===== config.mk =====
export PLATFORM = sky130hd
export DESIGN_NAME = gdfs_ram
export DESIGN_NICKNAME = d
export VERILOG_FILES = /design/src/gdfs_ram.sv
export SDC_FILE = /design/constraint.sdc
export NUM_CORES = 1
export LEC_CHECK = 0
export BUFFER_PORTS_ARGS = -buffer_cell sky130_fd_sc_hd__buf_2
export CAP_MARGIN = 20
export CORE_MARGIN = 2
export CORE_UTILIZATION = 35
export CTS_BUF_LIST = sky130_fd_sc_hd__clkbuf_4
export DETAILED_ROUTE_END_ITERATION = 8
export PLACE_DENSITY_LB_ADDON = 0.1
export SETUP_SLACK_MARGIN = 0.1
export SLEW_MARGIN = 20
export SYNTH_ARGS = -nofsm -noshare
export SYNTH_HDL_FRONTEND = slang
export SYNTH_SLANG_ARGS = --single-unit
export TNS_END_PERCENT = 10

===== constraint.sdc =====
create_clock -name clk -period 1.96 [get_ports clk]
set_input_delay 0.098 -clock clk [delete_from_list [all_inputs] [get_ports clk]]
set_output_delay 0.098 -clock clk [all_outputs]
set_load 0.05 [all_outputs]

===== src/gdfs_ram.sv =====
// Generic single-write, single-read RAM with registered read data.
`timescale 1ns / 1ps
module gdfs_ram #(
    parameter int WIDTH = 8,
    parameter int DEPTH = 64,
    localparam int AW = (DEPTH > 1) ? $clog2(DEPTH) : 1
)
(
    input  logic             clk,
    input  logic             we,
    input  logic [AW-1:0]    waddr,
    input  logic [WIDTH-1:0] wdata,
    input  logic [AW-1:0]    raddr,
    output logic [WIDTH-1:0] rdata
);

    logic [WIDTH-1:0] mem [DEPTH];

    always_ff @(posedge clk)
    begin
        if (we)
        begin
            mem[waddr] <= wdata;
        end
        rdata <= mem[raddr];
    end

endmodule


==> results.toml, run 1 <==
[run_status]
status = "finished clean"

[sta]
tns_ps = 0
maxClockFrequency_mhz = 521
setup_viol_count_final = 0
rsz0062_at_grt = "yes"
fin_skew_ps = 35.6
slew_headroom_pct = 38.1
hold_viol = 0
fin_crit_sh_pct = 97.9
worstMarginPinSlew_ps = 928
slew_viol_final = 0
timing.hold.ws_ps = 176
fin_crit_ps = 1920

[finish]
fillers = 5065
area_growth_pct = 22.0
final_util_pct = 43.4
drive_gt1_share_pct = 42.3
multiInputGateArea_sq_um = 4450
nets = 1279
seq_area_sq_um = 15500

[yosys]
synth_ff_type = "edfxtp_1"
ys_async_sr_fraction_pct = 0
synth_edf_count = 512
yosysWarnings = 0
synth_top_area_cell = "edfxtp_1"
synth.avg_cell_area_sq_um = 21.5
synthCells = 940
synth.distinct_cells = 40
yosys-top-cells-count = "512 x edfxtp_1, 126 x mux4_2, 83 x nor2_1"
synthTopCellsByArea = "edfxtp_1 76%, mux4_2 14%, nor2_1 1.5%"
yosysTopAreaCellShare_pct = 76.2
ys_seq_elements = 520
yosysSeqAreaShare_pct = 77.0
synth_nets = 962
yosysMostFrequentCell = "edfxtp_1"
syn-cell-area_sq_um = 20200

[global_routing]
antenna_found_initial = 2
grt-busiest-layer = "met2"
grt_start_max_net_pins = 65
grtUsageMet1_pct = 24.9
grt_overflow_total = 0
use_met2_pct = 28.5
track_usage_pct = 18.5
first_global_vias = 11266
use_met3_pct = 5.53
grt_first_pass_wirelength_microns = 77400

[clock_tree]
ctsLongestPathBuffers = 3
cts_sinks = 520
htree_levels = 4
ctsRootBufferMaster = "clkbuf_4"
cts_buffers = 144
clk_latency_ps = 960
cts_tree = "built"
path_clk_slew_ps = 70

[floorplanning]
ios = 30
dieArea_sq_um = 59600
start_util_pct = 35.6
coreArea_sq_um = 56700
rows = 87
die_w_microns = 244
fp.dieH_microns = 244

[detailed_routing]
drc = 0
firstDrtPassIters = 5
wl_microns = 53200
via_per_inst = 4.98
wl_per_cell_microns = 25.2
first_iter_violations = 689
vias = 10525
ant_nets = 0

[critical_path]
reg2reg_depth = 6
required_ps = 2780
crit_path_end_kind = "flop"
critPathKind = "flop to flop"
worstPathArrival_ps = 2740
critPathLaunch = "mem[21][6]$_DFFE_PP_"
crit_path_end = "rdata[6]$_DFF_P_"
rr_endpoint = "rdata[6]$_DFF_P_"
crit-reg2reg-launch = "mem[21][6]$_DFFE_PP_"
r2r_setup_slack_ps = 40
cp-start-kind = "flop"
critPathMaxFanout = 1

[power]
peakVddDrop_mv = 0.490
leakage_nw = 8.19
powerDensity_nw_per_um2 = 959

[hold_path]
hold_path.class = "input port to flop"

[placement]
hpwl_microns = 33700
port_buffers = 29
gp_congestion = 0.755

[run]
maxCapViolCount = 0
==> where the power goes <==
part,total (mW),internal [mW],switching (mW)
clock,9.72,5.24,4.48
combinational,1.51,0.626,0.881
sequential,12.4,12.3,0.0456
==> metal layers <==
metal / wire (microns) / part of all wire [%]
met3: 2770 / 5.2
met2: 25100 / 47
met4: 1270 / 2.4
met5: 0 / 0
met1: 24100 / 45
==> critical path, stage by stage, from the launching register on <==
cell	delay, ps
edfxtp_1	370
mux4_2	460
mux2_2	300
o221a_2	310
nor3_4	150
buf_4	130
o32ai_1	70
==> area by class of cell <==
type | count | share of cell area (%)
Antenna cell | 2 | 0.0203
Clock buffer | 201 | 6.13
Tap cell | 756 | 3.85
Sequential cell | 520 | 63.2
Clock inverter | 44 | 1.16
Multi-Input combinational cell | 369 | 18.1
Timing Repair Buffer | 222 | 7.57
==> per-stage QoR <==
stage	instances	setup slack [ps]	total power, mW	instance area, sq um
after floorplan	940	194	13.3	20200
after global placement	1843	-485	14.0	22400
after detailed placement	1843	-465	14.0	22400
after CTS	2112	29.8	24.0	24500
after global routing	2114	-15.4	24.7	24600
final	2114	41.1	23.6	24600
==> what timing repair did <==
action,CTS,global route
endpoints found under the setup margin,11,8
setup buffers,0,0
resized for setup,20,15
pin swaps,3,8
hold buffers,24,0
endpoints found under the hold margin,971,0
==> cell usage in the layout, fill, tap and decap left out, drive strengths merged, types with 6 or more instances in the layout <==
master,instances
clkinv,34
nand2b,7
mux2,13
edfxtp,512
nor3,7
nand3,13
nand2,19
o22ai,8
mux2i,23
nor2b,14
dfxtp,8
buf,198
nor2,83
a221oi,6
o221ai,8
dlygate4sd3,24
mux4,126
clkbuf,201
==> sequential cells by signal (all words and copies together) (netlist names) <==
register	count
mem	512
rdata	8
==> cell families (layout without fill, tap and decap cells) <==
family | count (synthesis) | count (layout) | synth area share [%]
mux | 162 | 162 | 15.9
compound gates | 54 | 54 | 2.07
buf+inv | 51 | 467 | 1.57
flops | 520 | 520 | 77.0
other cells | 0 | 2 | 0
simple gates | 153 | 153 | 3.39
==> how the worst min path moves through the flow <==
| stage | start | to | cells after the start |
|---|---|---|---|
| 2_1_floorplan | wdata[0] | mem[0][0]$_DFFE_PP_ | 0 |
| 6_report | wdata[1] | mem[60][1]$_DFFE_PP_ | 2 |
| 3_5_place_dp | raddr[5] | rdata[5]$_DFF_P_ | 5 |
| 4_1_cts | wdata[1] | mem[60][1]$_DFFE_PP_ | 2 |
| 5_1_grt | wdata[1] | mem[60][1]$_DFFE_PP_ | 2 |
| 3_3_place_gp | raddr[5] | rdata[3]$_DFF_P_ | 5 |
Power figures use the tool's default switching activity.
==> inputs of run 2 (changes only) <==
--- a/config.mk
+++ b/config.mk
@@ -8,7 +8,7 @@
 export BUFFER_PORTS_ARGS = -buffer_cell sky130_fd_sc_hd__buf_2
 export CAP_MARGIN = 20
 export CORE_MARGIN = 2
-export CORE_UTILIZATION = 35
+export CORE_UTILIZATION = 25
 export CTS_BUF_LIST = sky130_fd_sc_hd__clkbuf_4
 export DETAILED_ROUTE_END_ITERATION = 8
 export PLACE_DENSITY_LB_ADDON = 0.1
==> run 2 against run 1 <==
Against the previous run:
- the run now ends with negative setup slack left
- routed wire length is 9.2% higher
- first-iteration DRC count is 23% higher
- clock skew grew 13 ps
- highest routed layer unchanged
==> results.toml, run 2 (synthesis gave the netlist of run 1 again) <==
[critical_path]
cp-start-kind = "flop"
crit_path_end_kind = "flop"
required_ps = 2800
crit-reg2reg-launch = "mem[21][6]$_DFFE_PP_"
critPathLaunch = "mem[21][6]$_DFFE_PP_"
r2r_setup_slack_ps = -80
rr_endpoint = "rdata[6]$_DFF_P_"
critPathKind = "flop to flop"
worstPathArrival_ps = 2880
reg2reg_depth = 6
critPathMaxFanout = 1

[global_routing]
grt_overflow_total = 0
first_global_vias = 11547
grt_first_pass_wirelength_microns = 83900
grt_start_max_net_pins = 65
track_usage_pct = 14.5
antenna_found_initial = 6

[clock_tree]
cts_tree = "built"
ctsRootBufferMaster = "clkbuf_4"
ctsLongestPathBuffers = 3
path_clk_slew_ps = 60
htree_levels = 4
clk_latency_ps = 960
cts_sinks = 520
cts_buffers = 148

[detailed_routing]
drc = 0
wl_per_cell_microns = 23.8
vias = 10742
firstDrtPassIters = 4
via_per_inst = 4.40
first_iter_violations = 849
ant_nets = 0
wl_microns = 58100

[placement]
gp_congestion = 0.772
port_buffers = 29
post-place-ws_ps = -601
hpwl_microns = 37500

[finish]
area_growth_pct = 25.7
nets = 1293
multiInputGateArea_sq_um = 4480
top_register = "mem"
top_regs = "mem (512), rdata (8)"
layout.cells.most_common = "edfxtp_1"
final_cell_mix = "512 x edfxtp_1, 213 x clkbuf_4, 159 x buf_4"
seq_area_sq_um = 15500
drive_gt1_share_pct = 43.5
fillers = 7901
largest_reg_flops = 512

[sta]
rsz0062_at_grt = "yes"
fin_crit_sh_pct = 104
fin_skew_ps = 48.7
fin_crit_ps = 2040
setup_ws_ps = -81.2
setup_viol_count_final = 1
hold_viol = 0
timing.hold.ws_ps = 168
maxClockFrequency_mhz = 490
slew_viol_final = 0
worstMarginPinSlew_ps = 726
slew_headroom_pct = 51.6

[hold_path]
holdPathEnd = "rdata[4]$_DFF_P_"
hold_path.class = "input port to flop"
hp-start = "raddr[0]"
holdPathStages = 7

[floorplanning]
fp.dieH_microns = 288
ios = 30
dieArea_sq_um = 83000
rows = 104
coreArea_sq_um = 80200
start_util_pct = 25.2
die_w_microns = 288

[run_status]
violations = "negative setup slack"
status = "complete, but fails checks"

[power]
powerDensity_nw_per_um2 = 952
peakVddDrop_mv = 0.468
leakage_nw = 8.37

[run]
maxCapViolCount = 0
## run 2: cell types whose count changed in the layout (fill, tap and decap cells not counted), sizes merged
cell         delta
inv             -2
diode           +4
buf             +7
clkinvlp        +1
clkbuf         +12
clkinv          +1
dlygate4sd3     +3
## run 2: worst max-delay path: stages, from the launching register on
cell	delay, ps
edfxtp_1	380
mux4_2	470
mux2_4	290
o221a_4	270
nor3_4	290
buf_4	170
o32ai_2	80
## run 2: layer usage
metal  share of wire (%)  up-vias  GRT usage (%)
li1                    -     4702              -
met1                  47     5657           20.2
met2                  46      300           22.1
met3                 5.3       83           3.68
met4                 1.9        0           5.09
met5                   0        -              0
## run 2: through the flow
step	power, mW	cell area [sq um]	setup TNS (ps)	utilization, %	cells
2_1_floorplan	13.3	20200	0	-	940
3_3_place_gp	14.1	23000	-2620	28.6	2154
3_5_place_dp	14.1	23000	-2720	28.6	2154
4_1_cts	24.6	25300	-79.7	31.6	2438
5_1_grt	25.3	25300	-137	31.6	2441
6_report	24.1	25300	-81.2	31.6	2444
## run 2: cell type report
class | count | share of cell area [%]
clock buffer | 213 | 6.31
sequential | 520 | 61.3
clock inverter | 44 | 1.20
antenna | 6 | 0.0592
tap | 1060 | 5.23
timing repair buffer | 232 | 8.20
multi-input combinational | 369 | 17.7
## run 2: how the worst max path moves through the flow
stage / to / slack (ps) / cells after the start
after floorplan: rdata[3]$_DFF_P_ / 190 / 7
after global placement: rdata[6]$_DFF_P_ / -580 / 7
after detailed placement: rdata[6]$_DFF_P_ / -600 / 7
after CTS: rdata[6]$_DFF_P_ / -80 / 6
after global routing: rdata[6]$_DFF_P_ / -140 / 6
final: rdata[6]$_DFF_P_ / -80 / 6
## run 2: power breakdown
group | internal, mW | switching (mW)
registers | 12.3 | 0.0517
logic | 0.673 | 0.928
clock network | 5.52 | 4.64
total | 18.5 | 5.62
## run 2: what timing repair did
action	CTS	global route
buffers inserted	0	0
pin swaps	7	8
hold endpoints to repair	1019	0
cloned	0	0
gates resized for setup	38	7
hold buffers	27	0
setup endpoints to repair	13	8
==> inputs of run 3 (changes only) <==
--- a/config.mk
+++ b/config.mk
@@ -11,9 +11,9 @@
 export CORE_UTILIZATION = 25
 export CTS_BUF_LIST = sky130_fd_sc_hd__clkbuf_4
 export DETAILED_ROUTE_END_ITERATION = 8
+export MAX_ROUTING_LAYER = met4
 export PLACE_DENSITY_LB_ADDON = 0.1
 export SETUP_SLACK_MARGIN = 0.1
-export SLEW_MARGIN = 20
 export SYNTH_ARGS = -nofsm -noshare
 export SYNTH_HDL_FRONTEND = slang
 export SYNTH_SLANG_ARGS = --single-unit
==> run 3 against run 2 <==
Against the previous run:
- routed wire length increased by 0.18%
- the run still ends with negative setup slack left
- maximum frequency rose by 0.16%
- clock skew decreased by 1.8 ps
- clock power hardly changed
==> results.toml, run 3 (synthesis gave the netlist of run 1 again) <==
[run]
maxCapViolCount = 0

[sta]
fin_skew_ps = 46.9
fin_crit_ps = 2040
setup_ws_ps = -78.0
slew_headroom_pct = 50.9
rsz0062_at_grt = "yes"
maxClockFrequency_mhz = 491
tns_ps = -78.0
worstMarginPinSlew_ps = 736
hold_viol = 0
fin_crit_sh_pct = 104
slew_viol_final = 0
setup_viol_count_final = 1

[global_routing]
grt_overflow_total = 0
grt_first_pass_wirelength_microns = 84000
antenna_found_initial = 7
grt_start_max_net_pins = 65
track_usage_pct = 15.0
first_global_vias = 11534

[detailed_routing]
wl_per_cell_microns = 23.8
vias = 10692
drc = 0
via_per_inst = 4.38
ant_nets = 0
wl_microns = 58200
first_iter_violations = 876
firstDrtPassIters = 5

[placement]
post-place-ws_ps = -601
hpwl_microns = 37500
dp.cells = 2154
gp_congestion = 0.782
port_buffers = 29

[finish]
drive_gt1_share_pct = 43.5
layout.cells.most_common = "edfxtp_1"
top_regs = "mem (512), rdata (8)"
final_cell_mix = "512 x edfxtp_1, 213 x clkbuf_4, 159 x buf_4"
nets = 1293
largest_reg_flops = 512
top_register = "mem"
layoutNonFillerInstCount = 2443
area_growth_pct = 25.6

[floorplanning]
rows = 104
start_util_pct = 25.2
dieArea_sq_um = 83000
coreArea_sq_um = 80200
ios = 30
fp.dieH_microns = 288
die_w_microns = 288

[critical_path]
crit_slowest_cell = "mux4_2"
cp_slowest_stage_delay_ps = 470
critPathMaxFanout = 1
crit_family = "multiplexers"
path_buf_inv = 1
worstPathArrival_ps = 2880
critPathKind = "flop to flop"
path_cells = "mux4_2 -> mux2_4 -> o221a_4 -> nor3_4 -> buf_4 -> o32ai_2"
cp-start-kind = "flop"
crit_path_end_kind = "flop"
required_ps = 2800

[clock_tree]
ctsLongestPathBuffers = 3
htree_levels = 4
path_clk_slew_ps = 60
clk_latency_ps = 960
cts_buffers = 148
ctsRootBufferMaster = "clkbuf_4"
cts_sinks = 520
postCtsSetupRepairBufs = 0
cts_tree = "built"

[power]
power.total_mw = 24.1
peakVddDrop_mv = 0.477
powerDensity_nw_per_um2 = 951
leakage_nw = 8.37

[run_status]
status = "complete, but fails checks"
violations = "negative setup slack"

[hold_path]
hold_path.class = "input port to flop"
run 3: cell types whose count changed in the layout (fill, tap and decap cells not counted), sizes merged:
cell | previous run | this run
diode | 6 | 5
run 3: area by class of cell:
class                   count  area [sq um]
clock buffers             213          1600
flip-flops and latches    520         15500
multi-input cells         369          4480
clock inverters            44           305
diodes                      5          12.5
repair buffers            232          2080
fillers                  7897         54800
well taps                1060          1330
run 3: timing repair:
item                                    in CTS  in global routing
endpoints found under the hold margin     1019                  0
pin swaps                                    7                  8
endpoints found under the setup margin      13                  8
resized for setup                           38                  7
hold buffers                                27                  0
run 3: per-layer routing:
layer / wire length (microns) / vias to the layer above / share of wire [%] / track usage [%]
li1: - / 4698 / - / -
met1: 27200 / 5637 / 47 / 20.2
met2: 26900 / 271 / 46 / 22.1
met3: 3010 / 86 / 5.2 / 3.76
met4: 1130 / 0 / 1.9 / 5.03
met5: 0 / - / 0 / -
run 3: worst paths after layout:
kind         slack (ps)                 start               end  depth (start not counted)
max                 -80  mem[21][6]$_DFFE_PP_  rdata[6]$_DFF_P_                          6
min                 160              raddr[0]  rdata[4]$_DFF_P_                          7
max reg2reg         -80  mem[21][6]$_DFFE_PP_  rdata[6]$_DFF_P_                          6
min reg2reg         810  mem[23][1]$_DFFE_PP_  rdata[1]$_DFF_P_                          4
run 3: report_power, final:
part	internal [mW]	switching, mW	total [mW]
Combinational	0.673	0.928	1.60
Clock	5.52	4.63	10.1
Sequential	12.3	0.0486	12.4
run 3: metrics by stage:
stage / area [sq um] / util, % / hold WS (ps)
2_1_floorplan: 20200 / - / 197
3_3_place_gp: 23000 / 28.6 / 582
3_5_place_dp: 23000 / 28.6 / 580
4_1_cts: 25300 / 31.6 / 43.0
5_1_grt: 25300 / 31.6 / 105
6_report: 25300 / 31.6 / 163
run 3: worst reg2reg max path, stage by stage (launching register included):
cell and delay, ps:
edfxtp_1 370, mux4_2 470, mux2_4 290, o221a_4 270, nor3_4 290, buf_4 170, o32ai_2 80
